File: config.mk
export PLATFORM = sky130hd
export DESIGN_NAME = frame_time_clamp_smoother_top
export DESIGN_NICKNAME = d
export VERILOG_FILES = /design/src/hw/rtl/ftcs_pkg.sv /design/src/hw/rtl/ftcs_div.sv /design/src/hw/rtl/ftcs_datapath.sv /design/src/hw/rtl/ftcs_ctrl.sv /design/src/hw/rtl/frame_time_clamp_smoother_top.sv
export SDC_FILE = /design/constraint.sdc
export NUM_CORES = 2
export LEC_CHECK = 0
export CAP_MARGIN = 10
export CORE_MARGIN = 2
export CORE_UTILIZATION = 40
export CTS_BUF_LIST = sky130_fd_sc_hd__clkbuf_4 sky130_fd_sc_hd__clkbuf_8
export DETAILED_ROUTE_END_ITERATION = 7
export DONT_BUFFER_PORTS = 1
export PLACE_DENSITY = 0.53
export SLEW_MARGIN = 5
export SYNTH_ARGS = -nofsm -noshare
export SYNTH_HDL_FRONTEND = slang
export SYNTH_SLANG_ARGS = --single-unit
export TNS_END_PERCENT = 20
File: constraint.sdc
create_clock -name clk_i -period 6.8 [get_ports clk_i]
set_input_delay 0.68 -clock clk_i [delete_from_list [all_inputs] [get_ports clk_i]]
set_output_delay 0.68 -clock clk_i [all_outputs]
set_load 0.05 [all_outputs]
File: src/hw/rtl/ftcs_pkg.sv
// Shared types and constants for the frame time clamp smoother.
package ftcs_pkg;

  localparam int unsigned WINDOW_MAX_DEF       = 64;
  localparam int unsigned TICKS_PER_SECOND_DEF = 1000000;

  localparam int unsigned ELAPSED_W    = 32;
  localparam int unsigned STEP_W       = 32;
  localparam int unsigned RATE_W       = 20;
  localparam int unsigned FRAME_W      = 32;
  localparam int unsigned MIN_RATE_W   = 10;
  localparam int unsigned WINDOW_LEN_W = 7;
  localparam int unsigned CFG_DATA_W   = 10;
  localparam int unsigned CFG_IDX_W    = 1;

  localparam logic [CFG_IDX_W-1:0] CFG_MIN_RATE   = 1'd0;
  localparam logic [CFG_IDX_W-1:0] CFG_WINDOW_LEN = 1'd1;

  localparam logic [RATE_W-1:0] RATE_MAX = 20'hFFFFF;

  typedef enum logic [1:0] {
    DIV_LIMIT = 2'd0,
    DIV_MEAN  = 2'd1,
    DIV_RATE  = 2'd2
  } div_sel_e;

  typedef enum logic [9:0] {
    ST_IDLE       = 10'b0000000001,
    ST_CLAMP_GO   = 10'b0000000010,
    ST_CLAMP_WAIT = 10'b0000000100,
    ST_PUSH       = 10'b0000001000,
    ST_SUM        = 10'b0000010000,
    ST_MEAN_GO    = 10'b0000100000,
    ST_MEAN_WAIT  = 10'b0001000000,
    ST_RATE_GO    = 10'b0010000000,
    ST_RATE_WAIT  = 10'b0100000000,
    ST_EMIT       = 10'b1000000000
  } state_e;

  typedef struct packed {
    logic     capture;
    logic     div_start;
    div_sel_e div_sel;
    logic     clamp;
    logic     push;
    logic     sum_run;
    logic     mean_load;
    logic     rate_load;
    logic     rate_zero;
    logic     emit;
  } cmd_t;

  typedef struct packed {
    logic clamp_en;
    logic win_en;
    logic need_mean;
    logic sum_done;
    logic step_zero;
    logic div_done;
    logic out_free;
  } status_t;

endpackage

File: src/hw/rtl/ftcs_div.sv
// Restoring divider, one quotient bit per cycle.
module ftcs_div #(
  parameter int unsigned DVD_W = 39,
  parameter int unsigned DVS_W = 32
) (
  input  logic             clk_i,
  input  logic             rst_ni,
  input  logic             start_i,
  input  logic [DVD_W-1:0] dividend_i,
  input  logic [DVS_W-1:0] divisor_i,
  output logic             done_o,
  output logic [DVD_W-1:0] quotient_o
);

  localparam int unsigned CNT_W = $clog2(DVD_W + 1);

  logic [DVS_W-1:0] rem_q;
  logic [DVD_W-1:0] quo_q;
  logic [DVS_W-1:0] dvs_q;
  logic [CNT_W-1:0] cnt_q;
  logic             busy_q;
  logic             done_q;
  logic [DVS_W:0]   trial;
  logic [DVS_W:0]   diff;
  logic             ge;

  assign trial = {rem_q, quo_q[DVD_W-1]};
  assign diff  = trial - {1'b0, dvs_q};
  assign ge    = (trial >= {1'b0, dvs_q});

  always_ff @(posedge clk_i or negedge rst_ni) begin
    if (!rst_ni) begin
      cnt_q  <= '0;
      busy_q <= 1'b0;
      done_q <= 1'b0;
    end else if (start_i) begin
      cnt_q  <= CNT_W'(DVD_W);
      busy_q <= 1'b1;
      done_q <= 1'b0;
    end else if (busy_q) begin
      cnt_q <= cnt_q - 1'b1;
      if (cnt_q == CNT_W'(1)) begin
        busy_q <= 1'b0;
        done_q <= 1'b1;
      end
    end else begin
      done_q <= 1'b0;
    end
  end

  always_ff @(posedge clk_i) begin
    if (start_i) begin
      rem_q <= '0;
      quo_q <= dividend_i;
      dvs_q <= divisor_i;
    end else if (busy_q) begin
      rem_q <= ge ? diff[DVS_W-1:0] : trial[DVS_W-1:0];
      quo_q <= {quo_q[DVD_W-2:0], ge};
    end
  end

  assign done_o     = done_q;
  assign quotient_o = quo_q;

endmodule

File: src/hw/rtl/ftcs_datapath.sv
// Datapath: config registers, sample ring, serial sum, shared divider, output register.
module ftcs_datapath #(
  parameter int unsigned WINDOW_MAX       = ftcs_pkg::WINDOW_MAX_DEF,
  parameter int unsigned TICKS_PER_SECOND = ftcs_pkg::TICKS_PER_SECOND_DEF
) (
  input  logic                              clk_i,
  input  logic                              rst_ni,
  input  logic                              cfg_we_i,
  input  logic [ftcs_pkg::CFG_IDX_W-1:0]    cfg_idx_i,
  input  logic [ftcs_pkg::CFG_DATA_W-1:0]   cfg_data_i,
  input  logic [ftcs_pkg::ELAPSED_W-1:0]    elapsed_ticks_i,
  input  logic                              out_stall_i,
  input  ftcs_pkg::cmd_t                    cmd_i,
  output ftcs_pkg::status_t                 status_o,
  output logic                              out_valid_o,
  output logic [ftcs_pkg::STEP_W-1:0]       step_ticks_o,
  output logic [ftcs_pkg::RATE_W-1:0]       frame_rate_o,
  output logic [ftcs_pkg::FRAME_W-1:0]      frame_number_o
);

  import ftcs_pkg::*;

  localparam int unsigned AW = (WINDOW_MAX > 1) ? $clog2(WINDOW_MAX) : 1;
  localparam int unsigned CW = $clog2(WINDOW_MAX + 1);
  localparam int unsigned SW = STEP_W + CW;

  function automatic logic [AW-1:0] ring_next(input logic [AW-1:0] idx);
    return (32'(idx) == WINDOW_MAX - 1) ? '0 : idx + 1'b1;
  endfunction

  function automatic logic [AW-1:0] ring_prev(input logic [AW-1:0] idx);
    return (idx == '0) ? AW'(WINDOW_MAX - 1) : idx - 1'b1;
  endfunction

  logic [MIN_RATE_W-1:0]   min_rate_q;
  logic [WINDOW_LEN_W-1:0] win_len_q;
  logic [FRAME_W-1:0]      frame_q;
  logic [CW-1:0]           stored_q;
  logic [AW-1:0]           head_q;
  logic [ELAPSED_W-1:0]    dur_q;
  logic [SW-1:0]           sum_q;
  logic [CW-1:0]           remain_q;
  logic [AW-1:0]           rd_addr_q;
  logic                    rd_pend_q;
  logic [STEP_W-1:0]       rd_data_q;
  logic [STEP_W-1:0]       step_q;
  logic [RATE_W-1:0]       rate_q;
  logic                    out_valid_q;
  logic [STEP_W-1:0]       out_step_q;
  logic [RATE_W-1:0]       out_rate_q;
  logic [FRAME_W-1:0]      out_frame_q;

  logic [STEP_W-1:0]       hist_mem [WINDOW_MAX];

  logic [CW-1:0]           n_win;
  logic [CW:0]             cnt_next;
  logic                    need_mean;
  logic                    rd_en;
  logic [SW-1:0]           div_dvd;
  logic [STEP_W-1:0]       div_dvs;
  logic                    div_done;
  logic [SW-1:0]           div_quo;

  // effective window: saturated to the ring depth
  assign n_win     = (32'(win_len_q) > WINDOW_MAX) ? CW'(WINDOW_MAX) : CW'(win_len_q);
  assign cnt_next  = {1'b0, stored_q} + 1'b1;
  assign need_mean = (cnt_next > {1'b0, n_win});
  assign rd_en     = cmd_i.sum_run && (remain_q != '0);

  always_comb begin
    case (cmd_i.div_sel)
      DIV_LIMIT: begin
        div_dvd = SW'(TICKS_PER_SECOND);
        div_dvs = STEP_W'(min_rate_q);
      end
      DIV_MEAN: begin
        div_dvd = sum_q;
        div_dvs = STEP_W'(n_win);
      end
      DIV_RATE: begin
        div_dvd = SW'(TICKS_PER_SECOND);
        div_dvs = step_q;
      end
      default: begin
        div_dvd = SW'(TICKS_PER_SECOND);
        div_dvs = step_q;
      end
    endcase
  end

  ftcs_div #(
    .DVD_W (SW),
    .DVS_W (STEP_W)
  ) u_div (
    .clk_i      (clk_i),
    .rst_ni     (rst_ni),
    .start_i    (cmd_i.div_start),
    .dividend_i (div_dvd),
    .divisor_i  (div_dvs),
    .done_o     (div_done),
    .quotient_o (div_quo)
  );

  // control state
  always_ff @(posedge clk_i or negedge rst_ni) begin
    if (!rst_ni) begin
      min_rate_q  <= '0;
      win_len_q   <= '0;
      frame_q     <= '0;
      stored_q    <= '0;
      head_q      <= '0;
      remain_q    <= '0;
      rd_pend_q   <= 1'b0;
      out_valid_q <= 1'b0;
    end else begin
      if (cfg_we_i && (cfg_idx_i == CFG_MIN_RATE)) begin
        min_rate_q <= cfg_data_i[MIN_RATE_W-1:0];
      end
      if (cfg_we_i && (cfg_idx_i == CFG_WINDOW_LEN)) begin
        win_len_q <= cfg_data_i[WINDOW_LEN_W-1:0];
      end
      if (cmd_i.capture) begin
        frame_q <= frame_q + 1'b1;
      end
      if (cmd_i.push && (n_win != '0)) begin
        head_q <= ring_next(head_q);
        if (need_mean) begin
          stored_q <= n_win;
          remain_q <= n_win - 1'b1;
        end else begin
          stored_q <= cnt_next[CW-1:0];
        end
      end else if (rd_en) begin
        remain_q <= remain_q - 1'b1;
      end
      rd_pend_q <= rd_en;
      if (cmd_i.emit) begin
        out_valid_q <= 1'b1;
      end else if (out_valid_q && !out_stall_i) begin
        out_valid_q <= 1'b0;
      end
    end
  end

  // sample ring
  always_ff @(posedge clk_i) begin
    if (cmd_i.push && (n_win != '0)) begin
      hist_mem[head_q] <= dur_q;
    end
    if (rd_en) begin
      rd_data_q <= hist_mem[rd_addr_q];
    end
  end

  // payload
  always_ff @(posedge clk_i) begin
    if (cmd_i.capture) begin
      dur_q <= elapsed_ticks_i;
    end else if (cmd_i.clamp && (SW'(dur_q) > div_quo)) begin
      dur_q <= div_quo[ELAPSED_W-1:0];
    end
    if (cmd_i.push) begin
      // newest sample seeds the sum; older ones are read back from the ring
      sum_q     <= SW'(dur_q);
      rd_addr_q <= ring_prev(head_q);
      step_q    <= dur_q;
    end else begin
      if (rd_en) begin
        rd_addr_q <= ring_prev(rd_addr_q);
      end
      if (cmd_i.sum_run && rd_pend_q) begin
        sum_q <= sum_q + SW'(rd_data_q);
      end
      if (cmd_i.mean_load) begin
        step_q <= div_quo[STEP_W-1:0];
      end
    end
    if (cmd_i.rate_zero) begin
      rate_q <= '0;
    end else if (cmd_i.rate_load) begin
      rate_q <= (div_quo > SW'(RATE_MAX)) ? RATE_MAX : div_quo[RATE_W-1:0];
    end
    if (cmd_i.emit) begin
      out_step_q  <= step_q;
      out_rate_q  <= rate_q;
      out_frame_q <= frame_q;
    end
  end

  assign status_o.clamp_en  = (min_rate_q != '0);
  assign status_o.win_en    = (n_win != '0);
  assign status_o.need_mean = need_mean;
  assign status_o.sum_done  = (remain_q == '0) && !rd_pend_q;
  assign status_o.step_zero = (step_q == '0);
  assign status_o.div_done  = div_done;
  assign status_o.out_free  = !out_valid_q || !out_stall_i;

  assign out_valid_o    = out_valid_q;
  assign step_ticks_o   = out_step_q;
  assign frame_rate_o   = out_rate_q;
  assign frame_number_o = out_frame_q;

endmodule

File: src/hw/rtl/ftcs_ctrl.sv
// Controller state machine sequencing one item through the datapath.
module ftcs_ctrl (
  input  logic              clk_i,
  input  logic              rst_ni,
  input  logic              in_valid_i,
  input  ftcs_pkg::status_t status_i,
  output ftcs_pkg::cmd_t    cmd_o,
  output logic              in_stall_o
);

  import ftcs_pkg::*;

  state_e state_q;
  state_e state_d;

  always_ff @(posedge clk_i or negedge rst_ni) begin
    if (!rst_ni) begin
      state_q <= ST_IDLE;
    end else begin
      state_q <= state_d;
    end
  end

  always_comb begin
    state_d = state_q;
    cmd_o   = '0;
    cmd_o.div_sel = DIV_RATE;
    case (state_q)
      ST_IDLE: begin
        if (in_valid_i) begin
          cmd_o.capture = 1'b1;
          state_d = status_i.clamp_en ? ST_CLAMP_GO : ST_PUSH;
        end
      end
      ST_CLAMP_GO: begin
        cmd_o.div_start = 1'b1;
        cmd_o.div_sel   = DIV_LIMIT;
        state_d = ST_CLAMP_WAIT;
      end
      ST_CLAMP_WAIT: begin
        cmd_o.div_sel = DIV_LIMIT;
        if (status_i.div_done) begin
          cmd_o.clamp = 1'b1;
          state_d = ST_PUSH;
        end
      end
      ST_PUSH: begin
        cmd_o.push = 1'b1;
        state_d = (status_i.win_en && status_i.need_mean) ? ST_SUM : ST_RATE_GO;
      end
      ST_SUM: begin
        cmd_o.sum_run = 1'b1;
        if (status_i.sum_done) begin
          state_d = ST_MEAN_GO;
        end
      end
      ST_MEAN_GO: begin
        cmd_o.div_start = 1'b1;
        cmd_o.div_sel   = DIV_MEAN;
        state_d = ST_MEAN_WAIT;
      end
      ST_MEAN_WAIT: begin
        cmd_o.div_sel = DIV_MEAN;
        if (status_i.div_done) begin
          cmd_o.mean_load = 1'b1;
          state_d = ST_RATE_GO;
        end
      end
      ST_RATE_GO: begin
        if (status_i.step_zero) begin
          cmd_o.rate_zero = 1'b1;
          state_d = ST_EMIT;
        end else begin
          cmd_o.div_start = 1'b1;
          state_d = ST_RATE_WAIT;
        end
      end
      ST_RATE_WAIT: begin
        if (status_i.div_done) begin
          cmd_o.rate_load = 1'b1;
          state_d = ST_EMIT;
        end
      end
      ST_EMIT: begin
        if (status_i.out_free) begin
          cmd_o.emit = 1'b1;
          state_d = ST_IDLE;
        end
      end
      default: begin
        state_d = ST_IDLE;
      end
    endcase
  end

  assign in_stall_o = (state_q != ST_IDLE);

endmodule

File: src/hw/rtl/frame_time_clamp_smoother_top.sv
// Top level of the frame time clamp smoother: controller plus datapath.
//
//   channel  | direction | handshake               | payload
//   ---------+-----------+-------------------------+-------------------------------------
//   in       | sink      | in_valid_i / in_stall_o | elapsed_ticks_i
//   out      | source    | out_valid_o/out_stall_i | step_ticks_o, frame_rate_o,
//            |           |                         | frame_number_o
//   cfg      | sink      | cfg_we_i                | cfg_idx_i, cfg_data_i
//
// One item at a time: accept, optional clamp divide, ring push, then, with averaging, a serial
//   sum over the N-sample window and a mean divide; a rate divide unless the step is zero;
//   hand-off. SW = 32 + clog2(WINDOW_MAX + 1) (39 at default) is the dividend width of the
//   one-bit-per-cycle divider.
// Async active-low reset clears config, ring pointer, fill count, frame counter; not the ring.
// A finished item waits in the output register; a stalled output holds the block only
//   once the next item is ready to leave.
module frame_time_clamp_smoother_top #(
  parameter int unsigned WINDOW_MAX       = ftcs_pkg::WINDOW_MAX_DEF,
  parameter int unsigned TICKS_PER_SECOND = ftcs_pkg::TICKS_PER_SECOND_DEF
) (
  input  logic                            clk_i,
  input  logic                            rst_ni,
  // configuration
  input  logic                            cfg_we_i,
  input  logic [ftcs_pkg::CFG_IDX_W-1:0]  cfg_idx_i,
  input  logic [ftcs_pkg::CFG_DATA_W-1:0] cfg_data_i,
  // input items
  input  logic                            in_valid_i,
  output logic                            in_stall_o,
  input  logic [ftcs_pkg::ELAPSED_W-1:0]  elapsed_ticks_i,
  // result items
  output logic                            out_valid_o,
  input  logic                            out_stall_i,
  output logic [ftcs_pkg::STEP_W-1:0]     step_ticks_o,
  output logic [ftcs_pkg::RATE_W-1:0]     frame_rate_o,
  output logic [ftcs_pkg::FRAME_W-1:0]    frame_number_o
);

  import ftcs_pkg::*;

  cmd_t    cmd;
  status_t status;

  // sequencing: accept, optional clamp divide, ring push, optional serial sum
  // and mean divide, rate divide unless the step is zero, hand-off to the output register
  ftcs_ctrl u_ctrl (
    .clk_i      (clk_i),
    .rst_ni     (rst_ni),
    .in_valid_i (in_valid_i),
    .status_i   (status),
    .cmd_o      (cmd),
    .in_stall_o (in_stall_o)
  );

  ftcs_datapath #(
    .WINDOW_MAX       (WINDOW_MAX),
    .TICKS_PER_SECOND (TICKS_PER_SECOND)
  ) u_datapath (
    .clk_i           (clk_i),
    .rst_ni          (rst_ni),
    .cfg_we_i        (cfg_we_i),
    .cfg_idx_i       (cfg_idx_i),
    .cfg_data_i      (cfg_data_i),
    .elapsed_ticks_i (elapsed_ticks_i),
    .out_stall_i     (out_stall_i),
    .cmd_i           (cmd),
    .status_o        (status),
    .out_valid_o     (out_valid_o),
    .step_ticks_o    (step_ticks_o),
    .frame_rate_o    (frame_rate_o),
    .frame_number_o  (frame_number_o)
  );

endmodule

==> run_results.csv <==
group,metric,value,unit
placement,buffer_ports.inserted,0,
clocking,cts.hold.buffers_added,53,
layout,layout-area-overhead-vs-synth,13.7,%
clocking,h-tree-depth,5,
synth,synth_fp_nets,5284,
clocking,tritoncts.num_buffers,425,
layout,layout.nets,5676,
drt,first_pass_iters,7,
floorplan,width_of_the_chip,504,um
pwr,p_per_area,260,nW/um2
timing,finalMaxSlewViolations,0,
hold_path,hold_path.class,"in2reg",
drt,via_count,51200,
pwr,vdd_drop_max,0.000148,V
layout,fillCellCount,21200,
timing,tightest_slew,1290,ps
timing,fin_skew,79.0,ps
setup_path,worst-endpoint-arrival,5190,ps
synth,ys_warns,0,
setup_path,startpoint_type,"flop",
placement,placed_cells,8363,
drt,drc_errors,0,
drt,post_drt_wl_per_cell,28.7,um
floorplan,core,248000,um2
floorplan,io_pins,134,
layout,sequential_cell_area,73600,um2
clocking,cts_setup_buffers,0,
layout,layoutNonFillerInstCount,9175,
clocking,clock-root-buffer,"sky130_fd_sc_hd__clkbuf_8",
clocking,clockBufferDepth,4,
drt,via_per_inst,5.59,
timing,slew_headroom,0.132,
run,cap_viol_max_count,0,
pwr,static_leakage,0.0271,uW
floorplan,floorplan.rows,183,
timing,final_hold_vio_count,0,
clocking,worst_setup_hold_path_clk_slew,60,ps
setup_path,worst-path-max-fanout,22,
timing,fmax,0.223,GHz
floorplan,die_area,254000,um2
synth,postSynthRegisterBits,2485,
layout,multi_input_comb_area,25400,um2
timing,rsz0062_at_grt,"no",
synth,synth.avg_cell_area,19.5,um2
timing,setup_viol_count_final,0,
timing,finalWorstPathRequiredPeriod,4480,ps
layout,layout-drive-gt1-share,0.274,
synth,ys_dominant_reg_cell,"sky130_fd_sc_hd__edfxtp_1",
drt,drtIter0Drc,4875,
timing,min_period_over_period,0.659,
synth,synth_cell_type_count,89,
placement,hpwl,157000,um
synth,synth_sequential_area_ratio,0.736,
floorplan,floorplan.die.height,504,um
setup_path,rr_worst_depth,7,
outcome,outcome,"complete, no violations",
setup_path,critical_path.endpoint_type,"flop",
global_route,total_routing_usage_reported_by_global_routing,0.206,
hold_path,timing.hold.worst_path_depth,2,
drt,antenna_violating_nets_post_route,0,
synth,async_flop_share,0.0358,
global_route,gr-total-overflow,0,
clocking,cts_tree,"yes",
clocking,clk-insertion-delay-late,1080,ps
synth,synth_enable_flop_cells,2337,
synth,mappedNetlistArea,99900,um2
clocking,postCtsResizedCells,0,
global_route,vias_in_the_first_global_route,52700,
global_route,grt_antenna_before_repair,15,
floorplan,start_util,0.402,
drt,routed_wl,263000,um
global_route,maximum_number_of_pins_on_one_net_before_global_route_repair,107,
setup_path,worstPathRequired,7510,ps
layout,final_util,0.457,
global_route,grt_first_pass_wirelength,382000,um
setup_path,timing_worst_setup_path_type,"reg2reg",
clocking,clkSinkCount,2485,
placement,routabilityCongestion,0.866,
synth,synthCells,5121,
timing,post_route_setup_tns,0,ps
-- cell usage in the layout, fill, tap and decap left out, types with 58 or more instances in the layout --
cell type	synthesis	final
sky130_fd_sc_hd__edfxtp_1	2337	2337
sky130_fd_sc_hd__nand2_1	227	227
sky130_fd_sc_hd__clkinv_1	2	100
sky130_fd_sc_hd__mux2_2	66	66
sky130_fd_sc_hd__nor2_4	2	63
sky130_fd_sc_hd__nor2_1	215	152
sky130_fd_sc_hd__nand3_1	80	80
sky130_fd_sc_hd__clkbuf_4	0	135
sky130_fd_sc_hd__dfrtp_1	88	87
sky130_fd_sc_hd__buf_4	8	141
sky130_fd_sc_hd__o21ai_0	180	179
sky130_fd_sc_hd__clkbuf_8	0	443
sky130_fd_sc_hd__xnor2_1	58	58
sky130_fd_sc_hd__dfxtp_1	59	59
sky130_fd_sc_hd__ha_1	113	113
sky130_fd_sc_hd__inv_1	103	102
sky130_fd_sc_hd__a21oi_1	129	127
sky130_fd_sc_hd__mux4_2	627	627
-- path summary, 6_finish.rpt --
kind / end / slack [ps] / start
max: u_datapath.hist_mem[52][3] / 2320 / u_ctrl.state_q[2]
min in group asynchronous: u_datapath.min_rate_q[7] / 220 / rst_ni
min reg2reg: u_datapath.frame_rate_o[0] / 440 / u_datapath.rate_q[0]
max reg2reg: u_datapath.hist_mem[52][3] / 2320 / u_ctrl.state_q[2]
min: u_datapath.min_rate_q[1] / 160 / cfg_we_i
max in group asynchronous: u_datapath.frame_q[16] / 6080 / rst_ni
-- cells in the mapped netlist, types with 57 or more instances --
cell / n / area, um2
sky130_fd_sc_hd__mux2i_1: 57 / 571
sky130_fd_sc_hd__mux4_2: 627 / 14100
sky130_fd_sc_hd__dfrtp_1: 88 / 2200
sky130_fd_sc_hd__o21ai_0: 180 / 901
sky130_fd_sc_hd__a21oi_1: 129 / 646
sky130_fd_sc_hd__dfxtp_1: 59 / 1180
sky130_fd_sc_hd__edfxtp_1: 2337 / 70200
sky130_fd_sc_hd__nor2_1: 215 / 807
sky130_fd_sc_hd__nand3_1: 80 / 400
sky130_fd_sc_hd__ha_1: 113 / 1410
sky130_fd_sc_hd__xnor2_1: 58 / 508
sky130_fd_sc_hd__mux2_2: 66 / 743
sky130_fd_sc_hd__inv_1: 103 / 387
sky130_fd_sc_hd__clkbuf_1: 131 / 492
sky130_fd_sc_hd__buf_2: 64 / 320
sky130_fd_sc_hd__nand2_1: 227 / 852
-- sequential cells by signal, indices dropped and copies added, names as in the netlist, 6 cells and up --
name / cells
u_datapath.hist_mem: 2048
u_datapath.sum_q: 39
u_datapath.win_len_q: 7
u_datapath.frame_number_o: 32
u_datapath.stored_q: 7
u_ctrl.state_q: 10
u_datapath.step_ticks_o: 32
u_datapath.u_div.dvs_q: 32
u_datapath.frame_q: 32
u_datapath.u_div.quotient_o: 39
u_datapath.u_div.cnt_q: 6
u_datapath.rd_data_q: 32
u_datapath.remain_q: 7
u_datapath.u_div.rem_q: 32
u_datapath.rate_q: 20
u_datapath.step_q: 32
u_datapath.frame_rate_o: 20
u_datapath.dur_q: 32
u_datapath.min_rate_q: 10
u_datapath.head_q: 6
u_datapath.rd_addr_q: 6
-- power breakdown --
| part | internal, uW | switching [uW] | total (uW) |
|---|---|---|---|
| Combinational | 57.7 | 68.6 | 126 |
| Sequential | 16500 | 18.0 | 16500 |
| Clock | 7000 | 5930 | 12900 |
-- worst max-delay path, stage by stage, from the launching register on --
cell and delay (ps):
sky130_fd_sc_hd__dfrtp_1 480, sky130_fd_sc_hd__nor4b_1 460, sky130_fd_sc_hd__and3_4 460, sky130_fd_sc_hd__nand2b_1 160, sky130_fd_sc_hd__nor2_1 450, sky130_fd_sc_hd__nand3_1 690
sky130_fd_sc_hd__nor2_4 1030, sky130_fd_sc_hd__buf_4 370
-- routing by layer --
metal	wire length [um]	up-vias	share of wire	GRT usage
li1	-	21900	-	-
met1	116000	27400	0.44	0.289
met2	127000	1643	0.48	0.332
met3	16000	357	0.061	0.0391
met4	4850	2	0.018	0.0488
met5	13	-	0.000049	0
-- cells by family (layout without fill, tap and decap cells) --
group,count (synthesis),in the layout,synth area share
buf+inv,350,1059,0.0143
flops,2485,2485,0.736
compound gates,574,574,0.0360
xor+xnor,99,99,0.00868
fa+ha+maj,115,115,0.0145
other cells,0,15,0
mux,750,750,0.154
simple gates,748,748,0.0357
-- area by class of cell --
| cell class | count | area share |
|---|---|---|
| Clock buffer | 578 | 0.0626 |
| Timing Repair Buffer | 210 | 0.0170 |
| Sequential cell | 2485 | 0.648 |
| Clock inverter | 166 | 0.00819 |
| Multi-Input combinational cell | 2286 | 0.224 |
| Tap cell | 3330 | 0.0367 |
| Inverter | 105 | 0.00348 |
| Antenna cell | 15 | 0.000330 |
-- metrics by stage --
| stage | hold slack (ps) | setup WS (ps) | power [uW] | cell area, um2 |
|---|---|---|---|---|
| detailed placement | 387 | 2460 | 16900 | 105000 |
| finish | 155 | 2320 | 29600 | 114000 |
| CTS | 42.2 | 2370 | 29900 | 114000 |
| global route | 124 | 2160 | 30600 | 114000 |
| floorplan | 384 | 959 | 16900 | 99900 |
| global placement | 387 | 2450 | 16900 | 105000 |
(Power assumes the default switching activity.)
